===== config.mk =====
export PLATFORM = sky130hd
export DESIGN_NAME = text_buffer_prescan
export DESIGN_NICKNAME = d
export VERILOG_FILES = /design/src/rtl/tbp_pkg.sv /design/src/rtl/tbp_peek.sv /design/src/rtl/text_buffer_prescan.sv
export VERILOG_INCLUDE_DIRS = /design/src /design/src/rtl
export SDC_FILE = /design/constraint.sdc
export NUM_CORES = 1
export LEC_CHECK = 0
export ABC_AREA = 1
export BUFFER_PORTS_ARGS = -buffer_cell sky130_fd_sc_hd__buf_2
export CORE_AREA = 2 2 186 188
export DETAILED_ROUTE_END_ITERATION = 8
export DIE_AREA = 0 0 188 190
export GPL_ROUTABILITY_DRIVEN = 1
export GPL_TIMING_DRIVEN = 0
export PLACE_DENSITY = 0.54
export SLEW_MARGIN = 30
export SYNTH_ARGS = -nofsm -noshare
export SYNTH_HDL_FRONTEND = slang
export SYNTH_SLANG_ARGS = --single-unit

===== constraint.sdc =====
create_clock -name i_clk -period 12.85 [get_ports i_clk]
set_input_delay 1.285 -clock i_clk [delete_from_list [all_inputs] [get_ports i_clk]]
set_output_delay 1.285 -clock i_clk [all_outputs]
set_load 0.05 [all_outputs]

===== src/rtl/text_buffer_prescan_defines.svh =====
// Assertion macros shared by the RTL.
`ifndef TEXT_BUFFER_PRESCAN_DEFINES_SVH
`define TEXT_BUFFER_PRESCAN_DEFINES_SVH

// Condition must hold at every clock edge outside reset.
`define TBP_ASSERT_ALWAYS(lbl, cond) \
    lbl: assert property (@(posedge i_clk) disable iff (!i_rst_n) (cond)) \
        else $error("prescan invariant violated");

// Consequent must hold in the cycle after the antecedent.
`define TBP_ASSERT_NEXT(lbl, ante, cons) \
    lbl: assert property (@(posedge i_clk) disable iff (!i_rst_n) (ante) |=> (cons)) \
        else $error("prescan sequence violated");

`endif


===== src/rtl/tbp_pkg.sv =====
`timescale 1ns / 1ps

package tbp_pkg;

    localparam int INDEX_BITS = 32;
    localparam int PEEK_BYTES = 4;
    localparam int LEN_BITS   = 21;
    localparam int THR_BITS   = 20;
    localparam int OUT_BITS   = 32;

    localparam logic [THR_BITS-1:0] TEXT_THR_RESET = THR_BITS'(500000);
    localparam logic [THR_BITS-1:0] WIDE_THR_RESET = THR_BITS'(500004);

    localparam logic [7:0] BYTE_NUL = 8'h00;
    localparam logic [7:0] BYTE_LF  = 8'h0A;
    localparam logic [7:0] BYTE_CR  = 8'h0D;
    localparam logic [7:0] BYTE_FE  = 8'hFE;
    localparam logic [7:0] BYTE_FF  = 8'hFF;

    typedef logic [7:0]                t_byte;
    typedef t_byte [PEEK_BYTES-1:0]    t_peek_arr;
    typedef logic [INDEX_BITS-1:0]     t_pos;
    typedef logic [LEN_BITS-1:0]       t_len;
    typedef logic [THR_BITS-1:0]       t_thr;

    typedef enum logic [1:0] {
        CFG_CHARSET  = 2'd0,
        CFG_TEXT_THR = 2'd1,
        CFG_WIDE_THR = 2'd2
    } t_cfg_idx;

    // Outcome of the four-byte peek.
    typedef struct packed {
        logic guess16;
        logic guess32;
        logic eol_any;
    } t_peek_res;

    function automatic logic is_eol(input t_byte b);
        return (b == BYTE_LF) || (b == BYTE_CR);
    endfunction

endpackage


===== src/rtl/tbp_peek.sv =====
`timescale 1ns / 1ps

// Encoding guess and line-break check over the held head bytes.
module tbp_peek (
    input  tbp_pkg::t_peek_arr i_bytes,
    input  logic [2:0]         i_count,
    input  logic               i_null_seen,
    input  logic               i_charset_enforced,
    output tbp_pkg::t_peek_res o_res
);

    logic [tbp_pkg::PEEK_BYTES-1:0] nz;
    logic bom;
    logic p16;
    logic p32;

    always_comb begin
        for (int i = 0; i < tbp_pkg::PEEK_BYTES; i++) begin
            nz[i] = (i_bytes[i] != tbp_pkg::BYTE_NUL);
        end
        bom = ((i_bytes[0] == tbp_pkg::BYTE_FF) && (i_bytes[1] == tbp_pkg::BYTE_FE)) ||
              ((i_bytes[0] == tbp_pkg::BYTE_FE) && (i_bytes[1] == tbp_pkg::BYTE_FF));
        p16 = (nz == 4'b0101) || (nz == 4'b1010);
        p32 = (nz == 4'b0011) || (nz == 4'b1100);

        o_res = '0;
        if (!i_charset_enforced) begin
            // two-byte file with exactly one NUL
            if ((i_count == 3'd2) && (nz[0] != nz[1])) begin
                o_res.guess16 = 1'b1;
            end
            if ((i_count == 3'd4) && i_null_seen) begin
                if (bom || p16) begin
                    o_res.guess16 = 1'b1;
                end else if (p32) begin
                    o_res.guess32 = 1'b1;
                end
            end
        end

        for (int i = 0; i < tbp_pkg::PEEK_BYTES; i++) begin
            if ((3'(i) < i_count) && tbp_pkg::is_eol(i_bytes[i])) begin
                o_res.eol_any = 1'b1;
            end
        end
    end

endmodule


===== src/rtl/text_buffer_prescan.sv =====
`timescale 1ns / 1ps

// Byte-stream prescan for a text buffer. Each input word is one file byte;
// the word flagged last closes the file and yields one summary word: NUL seen
// (up to the cutoff), UTF-16/UTF-32 guesses from the first four bytes, and
// whether some line ran past the length limit together with the number of
// bytes to keep. A byte is taken every cycle unless input stalls; each byte passes an input
// register and then updates the scan state, and a last byte also loads the result register
// that holds the summary. Input stalls only when a last byte meets a result register that
// is still full. Configuration is read live and is meant to be written between files.
`include "text_buffer_prescan_defines.svh"

module text_buffer_prescan (
    input  logic        i_clk,
    input  logic        i_rst_n,
    // configuration write port
    input  logic        i_cfg_we,
    input  logic [1:0]  i_cfg_idx,
    input  logic [19:0] i_cfg_wdata,
    // byte input
    input  logic        i_in_valid,
    output logic        o_in_ready,
    input  logic [7:0]  i_data_byte,
    input  logic        i_last_byte,
    // summary output
    output logic        o_out_valid,
    input  logic        i_out_ready,
    output logic        o_has_null,
    output logic        o_likely_utf16,
    output logic        o_likely_utf32,
    output logic        o_cutoff_found,
    output logic [31:0] o_cutoff_index
);

    // configuration
    logic               r_charset;
    tbp_pkg::t_thr      r_text_thr;
    tbp_pkg::t_thr      r_wide_thr;

    // input register
    logic               r_in_valid;
    tbp_pkg::t_byte     r_in_byte;
    logic               r_in_last;

    // scan state
    tbp_pkg::t_peek_arr r_peek,    n_peek;
    tbp_pkg::t_pos      r_pos,     n_pos;
    tbp_pkg::t_len      r_len,     n_len;
    logic               r_null,    n_null;
    logic [1:0]         r_flags,   n_flags;
    logic               r_cut,     n_cut;
    tbp_pkg::t_pos      r_cut_pos, n_cut_pos;
    logic               r_frozen,  n_frozen;

    // result register
    logic               r_out_valid;
    logic               r_out_null;
    logic               r_out_u16;
    logic               r_out_u32;
    logic               r_out_cut;
    logic [31:0]        r_out_idx;

    logic               adv;
    logic               in_peek;
    logic               decide;
    logic [2:0]         peeks;
    logic               peek_null;
    tbp_pkg::t_peek_arr peek_bytes;
    tbp_pkg::t_peek_res peek_res;
    logic               wide_now;
    tbp_pkg::t_thr      thr_now;
    logic               wide_peek;
    tbp_pkg::t_thr      thr_peek;
    tbp_pkg::t_len      len_inc;

    // The held byte moves on unless it is last and the result slot is busy.
    assign adv        = r_in_valid && (!r_in_last || !r_out_valid || i_out_ready);
    assign o_in_ready = !r_in_valid || adv;

    // configuration registers
    always_ff @(posedge i_clk) begin
        if (!i_rst_n) begin
            r_charset  <= 1'b0;
            r_text_thr <= tbp_pkg::TEXT_THR_RESET;
            r_wide_thr <= tbp_pkg::WIDE_THR_RESET;
        end else if (i_cfg_we) begin
            unique case (i_cfg_idx)
                tbp_pkg::CFG_CHARSET:  r_charset  <= i_cfg_wdata[0];
                tbp_pkg::CFG_TEXT_THR: r_text_thr <= i_cfg_wdata;
                tbp_pkg::CFG_WIDE_THR: r_wide_thr <= i_cfg_wdata;
                default: ;
            endcase
        end
    end

    // input register
    always_ff @(posedge i_clk) begin
        if (!i_rst_n) begin
            r_in_valid <= 1'b0;
        end else if (o_in_ready) begin
            r_in_valid <= i_in_valid;
        end
    end

    always_ff @(posedge i_clk) begin
        if (i_in_valid && o_in_ready) begin
            r_in_byte <= i_data_byte;
            r_in_last <= i_last_byte;
        end
    end

    // head bytes as they stand with the current byte dropped in
    assign in_peek   = (r_pos[tbp_pkg::INDEX_BITS-1:2] == '0);
    assign peeks     = {1'b0, r_pos[1:0]} + 3'd1;
    assign decide    = in_peek && ((r_pos[1:0] == 2'd3) || r_in_last);
    assign peek_null = r_null || (r_in_byte == tbp_pkg::BYTE_NUL);

    always_comb begin
        peek_bytes = r_peek;
        peek_bytes[r_pos[1:0]] = r_in_byte;
    end

    tbp_peek u_peek (
        .i_bytes            (peek_bytes),
        .i_count            (peeks),
        .i_null_seen        (peek_null),
        .i_charset_enforced (r_charset),
        .o_res              (peek_res)
    );

    // threshold picked from the guess just made (peek) or the stored one
    assign wide_peek = r_charset || peek_res.guess16 || peek_res.guess32;
    assign thr_peek  = wide_peek ? r_wide_thr : r_text_thr;
    assign wide_now  = r_charset || (r_flags != 2'b00);
    assign thr_now   = wide_now ? r_wide_thr : r_text_thr;
    assign len_inc   = (tbp_pkg::is_eol(r_in_byte) ? '0 : r_len) + tbp_pkg::t_len'(1);

    always_comb begin
        n_peek    = r_peek;
        n_pos     = r_pos;
        n_len     = r_len;
        n_null    = r_null;
        n_flags   = r_flags;
        n_cut     = r_cut;
        n_cut_pos = r_cut_pos;
        n_frozen  = r_frozen;

        if (in_peek) begin
            n_peek = peek_bytes;
            n_null = peek_null;
            if (decide) begin
                n_flags = {peek_res.guess32, peek_res.guess16};
                n_len   = peek_res.eol_any ? '0 : tbp_pkg::t_len'(peeks);
                // limit already below the head length
                if (({17'd0, peeks} > thr_peek) && !tbp_pkg::is_eol(peek_bytes[0])) begin
                    n_cut     = 1'b1;
                    n_cut_pos = '0;
                end
            end
        end else begin
            if (!r_frozen && (r_in_byte == tbp_pkg::BYTE_NUL)) begin
                n_null = 1'b1;
            end
            if (!r_cut) begin
                n_len = len_inc;
                if (len_inc > {1'b0, thr_now}) begin
                    n_cut     = 1'b1;
                    n_cut_pos = r_pos - tbp_pkg::t_pos'(wide_now);
                    n_frozen  = 1'b1;
                end
            end
        end

        if (r_pos != '1) begin
            n_pos = r_pos + tbp_pkg::t_pos'(1);
        end
    end

    // scan state: cleared at the end of every file
    always_ff @(posedge i_clk) begin
        if (!i_rst_n || (adv && r_in_last)) begin
            r_peek    <= '0;
            r_pos     <= '0;
            r_len     <= '0;
            r_null    <= 1'b0;
            r_flags   <= 2'b00;
            r_cut     <= 1'b0;
            r_cut_pos <= '0;
            r_frozen  <= 1'b0;
        end else if (adv) begin
            r_peek    <= n_peek;
            r_pos     <= n_pos;
            r_len     <= n_len;
            r_null    <= n_null;
            r_flags   <= n_flags;
            r_cut     <= n_cut;
            r_cut_pos <= n_cut_pos;
            r_frozen  <= n_frozen;
        end
    end

    // result register
    always_ff @(posedge i_clk) begin
        if (!i_rst_n) begin
            r_out_valid <= 1'b0;
        end else if (adv && r_in_last) begin
            r_out_valid <= 1'b1;
        end else if (i_out_ready) begin
            r_out_valid <= 1'b0;
        end
    end

    always_ff @(posedge i_clk) begin
        if (adv && r_in_last) begin
            r_out_null <= n_null;
            r_out_u16  <= n_flags[0];
            r_out_u32  <= n_flags[1];
            r_out_cut  <= n_cut;
            r_out_idx  <= n_cut ? tbp_pkg::OUT_BITS'(n_cut_pos) : '0;
        end
    end

    assign o_out_valid    = r_out_valid;
    assign o_has_null     = r_out_null;
    assign o_likely_utf16 = r_out_u16;
    assign o_likely_utf32 = r_out_u32;
    assign o_cutoff_found = r_out_cut;
    assign o_cutoff_index = r_out_idx;

    // checks
    `TBP_ASSERT_ALWAYS(a_one_guess, !(r_flags[0] && r_flags[1]))
    `TBP_ASSERT_ALWAYS(a_frozen_needs_cut, !r_frozen || r_cut)
    `TBP_ASSERT_NEXT(a_cut_sticks, r_cut && !(adv && r_in_last), r_cut)
    `TBP_ASSERT_ALWAYS(a_idx_zero_no_cut, !r_out_valid || r_out_cut || (r_out_idx == '0))

endmodule


After elaboration in Yosys (flattened, before gate mapping) --
Index checks and enable logic that the tools add are counted.
Cells by class: $add $sub $neg 4, divide/modulo/power cells 0, mux-type cells 36, eq/ne operators 27, multiply operators 0, shift operators 0, $lt $le $gt $ge 8, reduce and logical (&&, ||, !) cells 55, bitwise operators 2
Operator list (number):
- 32-bit two-way mux | 5
- 21-bit two-way mux | 4
- 8-bit by 4-bit equality test with 1-bit output, second input constant | 10
- 20-bit two-way mux | 2
- 32-bit by 1-bit adder with 32-bit output, second input constant | 1
- 32-bit bitwise mux | 1
- 8-bit equality test, second input constant | 4
- 32-bit != test, second input constant | 1
- 8-bit nonzero test | 4
- 32-bit by 1-bit subtractor with 32-bit output | 1
- 30-bit zero test | 1
- 21-bit by 1-bit adder with 21-bit output, second input constant | 1
- 21-bit by 20-bit > comparator with 1-bit output | 1
- 3-bit by 20-bit > comparator with 1-bit output | 1
- 1-bit logical OR | 18
- 1-bit two-way mux | 17
- 8-bit demux with 2-bit select | 1
- 1-bit logical AND | 15
- 2-bit AND reduction | 5
- 4-bit equality test, second input constant | 2
- 8-bit zero test | 1
- 2-bit two-way mux | 4
- 8-bit two-way mux | 1
- 1-bit zero test | 6
- other kinds (19) | 25
Word-level totals: bits in latches 0, logic and storage cells 155, bits in registers 210, memory bits (writable) 0, output and inout port bits 38, input port bits 36, bits in read-only memories 0, memories kept 0

Logic depth before layout (Yosys ltp) --
Gate-level depths: netlist of run 1.
depth in word-level cells 20, depth in mapped cells 35, gate-level depth less buffers 33

Hierarchy --
Synthesis of run 1 repeated with hierarchy kept, for this count alone.
Second synthesis, totals: cell total of the unflattened synthesis 1794, area total of the unflattened synthesis 12225.5 um2
Modules (own cells, without submodules):
- text_buffer_prescan | area each 11712.5 um2, sequential area each 4654.5 um2, cells an instance 1688, instances 1
- tbp_peek | area each 513.0 um2, sequential area each 0.0 um2, cells an instance 106, instances 1

Least setup slack after synthesis of run 1 --
No wires, ideal clock.
path type register to register, start point reg r_pos[0], end point reg r_out_idx[22] (netlist: o_cutoff_index[22]) (data pin), library setup time 248 ps, path buffers 2, cell stages (with the launch flop) 30, arrival time 3979 ps, required time 12602 ps, setup slack 8624 ps, period minus slack after synthesis 4226 ps, cells stage by stage dfxtp_1 inv_1 ha_1 buf_2 o21ai_0 nand2_1 nor4_1 inv_1 ha_1 nand2_1 nand2_1 nand2_1 nand2_2 a21boi_4 nand2_4 nand2_1 o21ai_0 ha_1 inv_1 nor2_1 o21a_1 o211ai_1 nor2_1 nand3_4 nand2_4 nand2_4 inv_6 buf_12 nand2_2 inv_2
Between the ends: elaborated cells on any way between the ends 57, those cells by class add/sub: 2; order compare: 3; eq/ne: 14; mux: 18; reduce/logical: 20
RTL lines:
- start: declaration | RTL line text_buffer_prescan.sv:47 | tbp_pkg::t_pos r_pos, n_pos;
- start signal: assignment | RTL line text_buffer_prescan.sv:192 | r_pos <= n_pos;
- 2-bit by 1-bit adder with 3-bit output * | RTL line text_buffer_prescan.sv:114 | assign peeks = {1'b0, r_pos[1:0]} + 3'd1;
- net peeks[0] | RTL line text_buffer_prescan.sv:66 | logic [2:0] peeks;
- 3-bit by 2-bit equality test with 1-bit output | RTL line tbp_peek.sv:29 | if ((i_count == 3'd2) && (nz[0] != nz[1])) begin
- 1-bit logical AND | RTL line tbp_peek.sv:29
- 1-bit two-way mux | RTL line tbp_peek.sv:29
- 1-bit two-way mux | RTL line tbp_peek.sv:33 | if (bom || p16) begin
- 2-bit two-way mux | RTL line tbp_peek.sv:32 | if ((i_count == 3'd4) && i_null_seen) begin
- 2-bit two-way mux | RTL line tbp_peek.sv:27 | if (!i_charset_enforced) begin
- 1-bit logical OR (2 in a row) | RTL line text_buffer_prescan.sv:132 | assign wide_peek = r_charset || peek_res.guess16 || peek_res.guess32;
- 20-bit two-way mux | RTL line text_buffer_prescan.sv:133 | assign thr_peek = wide_peek ? r_wide_thr : r_text_thr;
- 3-bit by 20-bit > comparator with 1-bit output * | RTL line text_buffer_prescan.sv:155 | if (({17'd0, peeks} > thr_peek) && !tbp_pkg::is_eol(peek_bytes[0])) begin
- 1-bit logical AND * | RTL line text_buffer_prescan.sv:155
- 1-bit two-way mux * | RTL line text_buffer_prescan.sv:155
- 1-bit two-way mux * | RTL line text_buffer_prescan.sv:151 | if (decide) begin
- 1-bit two-way mux * | RTL line text_buffer_prescan.sv:148 | if (in_peek) begin
- net n_cut | RTL line text_buffer_prescan.sv:51 | logic r_cut, n_cut;
- end signal: assignment | RTL line text_buffer_prescan.sv:219 | r_out_idx <= n_cut ? tbp_pkg::OUT_BITS'(n_cut_pos) : '0;
- end: declaration | RTL line text_buffer_prescan.sv:61 | logic [31:0] r_out_idx;
The timed path passes the listed nets; every way through them passes the cells marked *. A chain may end at the register's enable or synchronous reset.

Worst setup path in the final report of run 1 --
start point reg r_pos[0], end point reg r_out_idx[18] (netlist: o_cutoff_index[18]) (data pin)
Between the ends: elaborated cells on any way between the ends 57, those cells by class add/sub: 2; order compare: 3; eq/ne: 14; mux: 18; reduce/logical: 20
RTL lines (RTL line):
- 2-bit by 1-bit adder with 3-bit output * | text_buffer_prescan.sv:114
- net peeks[0] | text_buffer_prescan.sv:66
- 3-bit by 2-bit equality test with 1-bit output | tbp_peek.sv:29
- 1-bit logical AND | tbp_peek.sv:29
- 1-bit two-way mux | tbp_peek.sv:29
- 1-bit two-way mux | tbp_peek.sv:33
- 2-bit two-way mux | tbp_peek.sv:32
- 2-bit two-way mux | tbp_peek.sv:27
- 1-bit logical OR (2 in a row) | text_buffer_prescan.sv:132
- 20-bit two-way mux | text_buffer_prescan.sv:133
- 3-bit by 20-bit > comparator with 1-bit output * | text_buffer_prescan.sv:155
- 1-bit logical AND * | text_buffer_prescan.sv:155
- 32-bit two-way mux / 1-bit two-way mux (equally long branches) | text_buffer_prescan.sv:155
- 32-bit two-way mux / 1-bit two-way mux (equally long branches) | text_buffer_prescan.sv:151
- 32-bit two-way mux / 1-bit two-way mux (equally long branches) | text_buffer_prescan.sv:148
Marked as above.

==> impl_results.md, run 1 <==
- Wire per inst: 14.7 microns
- DRT Wirelength: around 36 mm
- Worst setup EP type: register
- Cell area power density: 114 nW/um^2
- Hold Path Class: register to register
- DRC viols: 0
- Die X: about 190 microns
- CP max stage cell: dfxtp_1
- Initial Util: 0.374
- Yosys reg bits: 210
- Largest net degree at the start of global routing: 31
- Die area: 35700 sq um
- Commonest non-fill, non-tap cell in the layout: nand2_1
- Clock Pin Slew Worst Setup and Hold Paths: 0.06 ns
- I/O Pins: 74
- Cts hold-fix bufs: 0
- Commonest non-fill, non-tap cells in the layout: 509 x nand2_1, 232 x inv_1, 186 x nor2_1, 165 x dfxtp_1, 144 x nand3_1
- CP max stage delay: around 0.6 ns
- Worst-skew pair later-pin latency: 0.56 ns
- Arr. time, crit path: about 5.6 ns
- Setup TNS: 0 ns
- EDFF count, synth: 45
- Synth unique cells: 48
- DR pass1 iterations: 5
- Share of cells above drive strength 1: 0.100
- Synth Warn #: 0
- Peak supply drop: 109 uV
- Layout area overhead: 14.0%
- Mean post-synth cell area: 6.72 sq um
- Final Skew: around 0.03 ns
- Status: finished, final reports clean
- TritonCTS clock tree: yes
- Number of global-route vias before repair: 11484
- CTS Buffer Depth: 3
- Final count of negative-setup-slack endpoints: 0
- Detail Placement HPWL: about 28 mm
- Post-cts sizing count: 0
- Clock sinks: 210
- Flop-to-flop setup slack: approximately 7.6 ns
- Detail Route Antenna Nets: 0
- Unrepaired setup endpoints after global routing: false
- First-pass GRT wire length: roughly 60 mm
- Worst Setup Start Kind: register
- H-tree depth: 1
- Vias/cell: 4.93
- Post-synth ARST share: 0
- Vias: 12137
- Max_cap viols: 0
- Antenna cells: 0
- CP max FO: 10
- Tmin final: roughly 5.3 ns
- Cells after Synth: 1888
- Kind of critical path: register to register
- Core footprint: 33900 sq um
- Post-Place Cell Area: 13600 sq um
- Sequential area share after synthesis: 0.367
- Total gr overflow: 0
- Initial antenna violation count: 0
- Slew headroom: 0.411
- Cell area after layout: approximately 14000 sq um
- Max Slew Vio Count: 0
- GP Congestion: 0.909
- Die height: 190 microns
- Final hold violations: 0
- Post-Syn Area: 12700 sq um
- Worst Path Required: 13.15 ns
- Inserted Clock Buffers: 26
- Pleak: about 6.7 nW
- Post-synth top flop: dfxtp_1
- Slew @ Worst Pin: just under 0.9 ns
- Initial DRC Count: 726
- Final period util: 0.409
- Post-Syn Nets: 1960
- Final nets: 2061
- Max Clk Rate: about 0.19 GHz
- GR Util All Layers: 0.203
- Setup Fix Bufs, Post-CTS: 0
- IO Port Bufs: 72
- # rows: 68
- Clk root buf: clkbuf_16
- Worst path most repeated cell: nand2_1
-- through the flow --
| step | utilization | cells | hold slack [ns] | setup slack (ns) | power (W) |
|---|---|---|---|---|---|
| finish | 0.426 | 2463 | 0.470 | 7.59 | 0.00165 |
| global route | 0.426 | 2463 | 0.501 | 7.09 | 0.00172 |
| floorplan | - | 1888 | 0.438 | 8.62 | 0.000896 |
| detailed placement | 0.401 | 2416 | 0.464 | 7.66 | 0.000962 |
| global placement | 0.401 | 2415 | 0.449 | 7.70 | 0.000958 |
| CTS | 0.426 | 2463 | 0.472 | 7.60 | 0.00167 |
-- routing by layer --
layer  share of wire  up-vias  GRT usage
li1                -     6274          -
met1            0.47     5524      0.267
met2            0.46      280      0.345
met3           0.043       59     0.0229
met4           0.031        0     0.0681
met5               0        -          0
-- cell type report --
class / count / area [sq um]
fillers: 3573 / 19500
multi-input cells: 1341 / 6600
flip-flops and latches: 210 / 4650
inverters: 250 / 946
clock buffers: 34 / 722
well taps: 455 / 569
plain buffers: 87 / 475
repair buffers: 73 / 380
clock inverters: 13 / 100
-- worst max-delay path, delay by kind of cell (launching register included) --
family                   cells  cell delay (ns)
AO/OA/AOI/OAI                5             0.78
flip-flops                   1             0.59
AND/OR/NAND/NOR             14             1.82
buffers and inverters        6             0.94
adder cells (fa/ha/maj)      3             0.85
-- state kept, by name, summed over array words and instances, names as in the netlist, 2 cells and up --
signal and flops:
o_cutoff_index 32, r_cut_pos 32, r_peek 32, r_pos 32, r_len 21, r_text_thr 20
r_wide_thr 20, r_in_byte 8, r_flags 2
-- cell families (layout without fill, tap and decap cells) --
logic type	Yosys count	in the layout	share of synthesized area
muxes	5	5	0.00395
buffers and inverters	337	457	0.112
adders and majority gates	36	36	0.0355
xor gates and xnor gates	50	50	0.0345
and+or+nand+nor	979	979	0.334
AOI/OAI and AO/OA	271	271	0.112
DFF	210	210	0.367
-- report_power, final --
part / total (W) / internal [W] / switching, W
sequential: 0.000714 / 0.000700 / 0.0000136
clock: 0.000702 / 0.000399 / 0.000304
combinational: 0.000235 / 0.0000741 / 0.000160
total: 0.00165 / 0.00117 / 0.000478
-- cell usage after synthesis (12+ instances only) --
cell type  number  area, sq um
a21oi_1       134          671
buf_6          14          158
clkbuf_1       56          210
dfxtp_1       165         3300
edfxtp_1       45         1350
ha_1           36          450
inv_1         233          875
inv_2          13         48.8
nand2_1       509         1910
nand2_2        17          106
nand3_1       144          721
nand3b_1       12         90.1
nand4_1        30          188
nor2_1        186          698
nor3_1         30          150
nor4_1         22          138
o21ai_0       114          571
xor2_1         40          350
-- final timing paths --
check / start / endpoint / cells after the start
hold reg to reg: r_wide_thr[10]$_SDFFE_PN0P_ / r_wide_thr[10]$_SDFFE_PN0P_ / 2
setup reg to reg: r_pos[0]$_SDFFE_PP0P_ / o_cutoff_index[18]$_SDFFCE_PN0P_ / 28
hold / removal: r_wide_thr[10]$_SDFFE_PN0P_ / r_wide_thr[10]$_SDFFE_PN0P_ / 2
setup / recovery: r_pos[0]$_SDFFE_PP0P_ / o_cutoff_index[18]$_SDFFCE_PN0P_ / 28
No activity file was read; power rests on OpenSTA's default activity.
==> inputs of run 2 (changes only) <==
clock period = 5 ns   (was 12.85 ns; I/O delays follow)
==> run 2 against run 1 <==
Compared with the run above: worst setup slack got worse by 7.2 ns; sequential power rose to 2.6 times the previous value; fmax is 14% higher; flip-flop and latch count is the same; clock power grew to 2.6 times the previous value; design area rose by 0.73%; first-iteration DRC count grew 7.7%; non-clock buffer count increased by 6; critical path depth unchanged; final cell count increased by 0.24%; utilization rose by 0.31 points; combinational power grew to 2.6 times the previous value.
==> impl_results.md, run 2 (synthesized netlist as in run 1, its figures left out) <==
- Pleak: 6.74 nW
- DRC viols: 0
- Final period util: 0.921
- Unrepaired setup endpoints after global routing: false
- Die X: 188 microns
- Max Clk Rate: 0.217 GHz
- CP max FO: 10
- Vias/cell: 4.93
- Flop-to-flop setup slack: 0.40 ns
- Hold Startpoint: i_data_byte[3]
- H-tree depth: 1
- First-pass GRT wire length: 59.2 mm
- DRT Wirelength: 36.4 mm
- Worst setup path start: r_pos[1]$_SDFFE_PP0P_
- Largest net degree at the start of global routing: 31
- Cell area power density: a little under 300 nW/um^2
- Final hold violations: 0
- Hold Path Class: primary input to register
- Clock sinks: 210
- Clock Pin Slew Worst Setup and Hold Paths: 0.06 ns
- Worst setup EP type: register
- Clk root buf: clkbuf_16
- Core footprint: 33900 sq um
- Worst Path Required: 5.30 ns
- I/O Pins: 74
- Slew @ Worst Pin: 0.871 ns
- Peak supply drop: approximately 280 uV
- Final nets: 2067
- Layout area overhead: 14.8%
- Arr. time, crit path: 4.91 ns
- Worst Setup Start Kind: register
- Total gr overflow: 0
- Tmin final: 4.60 ns
- Kind of critical path: register to register
- GP Congestion: approximately 0.91
- Detail Placement HPWL: 27.7 mm
- Wire per inst: 14.7 microns
- RR Startpoint: r_pos[1]$_SDFFE_PP0P_
- GR Util All Layers: 0.203
- Max_cap viols: 0
- Detail Route Antenna Nets: 0
- Initial Util: 0.374
- Worst path most repeated cell: nand2_1
- Die area: 35700 sq um
- Number of global-route vias before repair: 11493
- Vias: 12162
- Worst-skew pair later-pin latency: between 0.5 and 0.6 ns
- CP max stage cell: dfxtp_1
- TritonCTS clock tree: yes
- Status: finished, final reports clean
- Cts hold-fix bufs: 0
- Share of cells above drive strength 1: 0.109
- Inserted Clock Buffers: 26
- Initial antenna violation count: 0
- CTS Buffer Depth: 3
- Commonest non-fill, non-tap cell in the layout: nand2_1
- Final Non-Filler Cells: approximately 2500
- Setup TNS: 0 ns
- Util after Layout: 0.429
- Final Skew: 0.0325 ns
- Placed Cells: 2416
- Max Slew Vio Count: 0
- Initial DRC Count: 782
- # rows: 68
- Die height: 190 microns
- CP max stage delay: 0.49 ns
- IO Port Bufs: 72
- DR pass1 iterations: 6
- Antenna cells: 0
- Slew headroom: 0.419
- Commonest non-fill, non-tap cells in the layout: 509 x nand2_1, 228 x inv_1, 182 x nor2_1, 164 x dfxtp_1, 143 x nand3_1
- Final count of negative-setup-slack endpoints: 0
==> run 2: cell count changes in the layout (fill, tap and decap cells not counted), moves of 3 or more <==
cell     before  now
buf_4         4   10
inv_1       232  228
inv_2        14   17
nor2_1      186  182
nor2_2       11   14
o21ai_0     114  110
o21ai_1       1    5
==> run 2: timing repair <==
item,in CTS,in global routing
gates cloned,0,0
pin swaps,0,3
setup endpoints to repair,63,66
resized for setup,4,17
setup buffers,0,6
==> run 2: routing by layer <==
metal | global-route usage | up-vias | share of wire
met3 | 0.0229 | 61 | 0.042
met5 | 0 | - | 0
met2 | 0.346 | 277 | 0.46
met4 | 0.0681 | 0 | 0.032
met1 | 0.267 | 5533 | 0.47
li1 | - | 6291 | -
==> run 2: worst paths after layout <==
path,to,cells after the start
setup reg to reg,o_cutoff_index[14]$_SDFFCE_PN0P_,28
setup / recovery,o_cutoff_index[14]$_SDFFCE_PN0P_,28
hold reg to reg,r_wide_thr[10]$_SDFFE_PN0P_,2
hold / removal,r_in_byte[3]$_DFFE_PP_,1
==> run 2: area by class of cell <==
cell class | count | area, sq um
Tap cell | 455 | 569
Fill cell | 3560 | 19400
Timing Repair Buffer | 79 | 425
Inverter | 250 | 950
Sequential cell | 210 | 4660
Clock buffer | 34 | 722
Buffer | 87 | 475
Clock inverter | 13 | 100
Multi-Input combinational cell | 1341 | 6660
==> run 2: where the power goes <==
| group | total [W] | switching (W) | internal [W] |
|---|---|---|---|
| clock network | 0.00180 | 0.000775 | 0.00102 |
| logic | 0.000611 | 0.000416 | 0.000195 |
| registers | 0.00184 | 0.0000355 | 0.00180 |
==> run 2: per-stage QoR <==
step                      hold slack, ns  area [sq um]  total power, W  setup slack [ns]
final                              0.111         14600         0.00425             0.396
after global routing              0.0921         14600         0.00444            0.0161
after CTS                         0.0892         14500         0.00429           0.00993
after detailed placement           0.464         13600         0.00247            -0.188
after global placement             0.449         13600         0.00246            -0.148
after floorplan                    0.438         12700         0.00230             0.774
==> run 2: critical path: cells and delay by family (launching register included) <==
| family | cells | cell delay (ns) |
|---|---|---|
| AOI/OAI and AO/OA | 5 | 0.73 |
| DFF | 1 | 0.49 |
| adders and majority gates | 3 | 0.76 |
| and+or+nand+nor | 14 | 1.61 |
| buffers and inverters | 6 | 0.76 |
==> inputs of run 3 (changes only) <==
ABC_AREA = default   (was 1)
CORE_AREA = 2 2 177 179   (was 2 2 186 188)
DIE_AREA = 0 0 179 181   (was 0 0 188 190)
==> run 3 against run 2 <==
Compared with the run above: synthesized area down 9.9%; via count down 17%; critical path depth down 7; global-route usage up 0.18 points; combinational power down 43%; sequential share of layout area up 2.3 points; synthesized cell count down 31%; first-iteration DRC count down 16%; power down 2.7%; sequential power down 3%; clock-buffer cell count up 1; register-to-register slack worse by 0.17 ns; highest routed layer unchanged.
==> impl_results.md, run 3 <==
- Number of global-route vias before repair: 9585
- Flop-to-flop setup slack: 0.23 ns
- Commonest non-fill, non-tap cells in the layout: 163 x dfxtp_1, 157 x nand2_1, 120 x nor2_1, 85 x buf_2, 68 x clkbuf_1
- GP Congestion: roughly 0.84
- Max Clk Rate: 0.210 GHz
- DRT Wirelength: 33.4 mm
- Final worst slack: ~0.23 ns
- Share of cells above drive strength 1: 0.164
- Antenna cells: 0
- RR Endpoint: o_cutoff_found$_DFFE_PP_
- Core footprint: 30300 sq um
- Status: finished, final reports clean
- Inserted Clock Buffers: 26
- Post-synthesis simple-gate area fraction: 0.233
- Synth Area in Adders: 0.0394
- DR pass1 iterations: 7
- Worst Path Required: between 5 and 6 ns
- Fill count: 2958
- EDFF count, synth: 45
- P_int: around 0.0031 W
- Arr. time, crit path: 5.05 ns
- Hold Path Class: primary input to register
- Worst setup EP type: register
- Post-synth top cells: 165 x dfxtp_1, 157 x nand2_1, 125 x nor2_1
- Sw Share: 0.239
- Final hold violations: 0
- Final period util: 0.954
- RR Startpoint: r_in_byte[2]$_DFFE_PP_
- Peak supply drop: about 200 uV
- Clock sinks: 210
- GR Util All Layers: 0.205
- Clk pwr share: 0.483
- Tmin final: 4.77 ns
- First-pass GRT wire length: 52.9 mm
- Compound-gate portion of the synthesized area: 0.158
- Layout area overhead: 19.1%
- Reg2Reg Depth: 21
- H-tree depth: 1
- Main combinational cell family by area after synthesis: simple AND/OR/NAND/NOR gates
- Die height: 181 microns
- Cell count of the worst hold path: 1
- Kind of critical path: register to register
- TritonCTS clock tree: yes
- Worst-skew pair later-pin latency: around 0.54 ns
- CTS Buffer Depth: 3
- Synth top area cells: dfxtp_1 29%, edfxtp_1 12%, mux2i_1 5.3%
- IO Port Bufs: 73
- Clock Pin Slew Worst Setup and Hold Paths: 0.06 ns
- Vias: 10099
- Slew @ Worst Pin: 0.916 ns
- Cell area power density: 304 nW/um^2
- Wire per inst: 18.3 microns
- Pleak: about 5.4 nW
- Post-synth top flop: dfxtp_1
- Final count of negative-setup-slack endpoints: 0
- Yosys top cell area share: 0.289
- CP max FO: 10
- Post-Syn Area: 11400 sq um
- Detail Placement HPWL: between 20 and 25 mm
- I/O Pins: 74
- Final Non-Filler Cells: 1828
- DRC viols: 0
- Place WS: -1.53 ns
- Yosys reg bits: 210
- Vias/cell: 5.52
- Sequential Power Share: 0.433
- Worst setup path start: r_in_byte[2]$_DFFE_PP_
- Most frequent cell after synthesis: dfxtp_1
- Synth area leader: dfxtp_1
- Mean post-synth cell area: roughly 8.8 sq um
- Commonest non-fill, non-tap cell in the layout: dfxtp_1
- Total gr overflow: 0
- Die area: 32400 sq um
- Comb power frac: 0.085
- Cells after Synth: 1295
- Placed Cells: 1766
- XOR/XNOR Fraction of Synth Area: 0.0598
- Max_cap viols: 0
- Mux share of post-synthesis cell area: 0.0604
- Synth Warn #: 0
- Largest net degree at the start of global routing: 26
- Post-Syn Nets: 1367
- Sequential area share after synthesis: 0.408
- Worst hold slack: 0.150 ns
- Post-synth ARST share: 0
- Hold Startpoint: i_data_byte[0]
- Initial Util: 0.376
- Clk root buf: clkbuf_16
- Final Skew: between 0.02 and 0.025 ns
- Die X: 179 microns
- Switching pwr: 0.000989 W
- Slew headroom: 0.385
- Synth unique cells: 76
- Max Slew Vio Count: 0
- Worst Setup Start Kind: register
- # rows: 64
- Worst min-delay path endpoint: r_in_byte[0]$_DFFE_PP_
- Initial DRC Count: 653
- Detail Route Antenna Nets: 0
- Final nets: 1485
- Initial antenna violation count: 0
## run 3: cell count changes after synthesis, sizes merged, moves of 17 or more
cell	change
mux2i	+57
nand2	-375
xnor2	+20
nor2	-73
a21boi	+28
a21oi	-98
a32oi	+24
clkbuf	+25
inv	-227
nand3	-85
a22oi	+17
o21ai	-57
## run 3: critical path, cell delays in order (launching register included)
cell      delay [ns]
edfxtp_1        0.35
clkbuf_4        0.22
and3b_1         0.23
o211ai_1        0.30
buf_4           0.18
and2_2          0.20
ha_4            0.19
nand2_1         0.09
and4bb_4        0.37
nand3_1         0.10
xor2_1          0.17
nor2_2          0.06
ha_1            0.36
a21o_1          0.19
a21oi_1         0.14
o211a_1         0.18
nand4_1         0.14
a22oi_2         0.21
buf_4           0.17
buf_4           0.19
o21ai_0         0.14
or2_2           0.34
## run 3: worst max-delay path by stage
stage,endpoint,slack (ns)
6_report,o_cutoff_found$_DFFE_PP_,0.23
5_1_grt,o_cutoff_index[8]$_SDFFCE_PN0P_,-0.02
4_1_cts,o_cutoff_index[25]$_SDFFCE_PN0P_,0.02
3_5_place_dp,o_cutoff_index[25]$_SDFFCE_PN0P_,-1.53
3_3_place_gp,o_cutoff_index[25]$_SDFFCE_PN0P_,-1.69
2_1_floorplan,o_cutoff_found$_DFFE_PP_,0.11
## run 3: kinds of logic (layout without fill, tap and decap cells)
kind of cell,after synthesis,after routing
compound gates,256,256
xor+xnor,78,78
fa+ha+maj,36,36
buf+inv,120,257
flops,210,210
mux,67,67
simple gates,528,528
## run 3: area by class of cell
| class | instances | area, sq um | area share |
|---|---|---|---|
| clock inverters | 12 | 163 | 0.0120 |
| repair buffers | 97 | 571 | 0.0419 |
| multi-input cells | 965 | 6450 | 0.474 |
| well taps | 396 | 495 | 0.0364 |
| flip-flops and latches | 210 | 4660 | 0.343 |
| clock buffers | 35 | 757 | 0.0557 |
| plain buffers | 92 | 414 | 0.0304 |
| inverters | 21 | 86.3 | 0.00635 |
## run 3: power by group through the flow
| stage | Clock [W] | Combinational [W] | Sequential [W] |
|---|---|---|---|
| 3_3_place_gp | 0 | 0.000326 | 0.00182 |
| 5_1_grt | 0.00211 | 0.000385 | 0.00179 |
| 6_report | 0.00200 | 0.000349 | 0.00179 |
| 3_5_place_dp | 0 | 0.000333 | 0.00182 |
| 4_1_cts | 0.00204 | 0.000337 | 0.00179 |
| 2_1_floorplan | 0 | 0.000201 | 0.00184 |
## run 3: timing repair
item / 4_1_cts / 5_1_grt
hold buffers: 0 / 0
endpoints found under the setup margin: 67 / 67
setup buffers: 10 / 11
resized for setup: 21 / 52
gates cloned: 0 / 1
pin swaps: 4 / 6
## run 3: stage by stage
| stage | cell area [sq um] | TNS (ns) | power, W | utilization |
|---|---|---|---|---|
| 6_report | 13600 | 0 | 0.00413 | 0.448 |
| 5_1_grt | 13600 | -0.0287 | 0.00429 | 0.448 |
| 4_1_cts | 13400 | 0 | 0.00416 | 0.440 |
| 3_5_place_dp | 12300 | -80.91 | 0.00216 | 0.406 |
| 3_3_place_gp | 12300 | -81.55 | 0.00215 | 0.405 |
| 2_1_floorplan | 11400 | 0 | 0.00204 | - |
## run 3: per-layer routing
metal  GRT usage  part of all wire  vias up
met5           0                 0        -
met1       0.269              0.45     4858
met2       0.345              0.48      223
met4      0.0680             0.032        0
li1            -                 -     4963
met3      0.0257             0.039       55
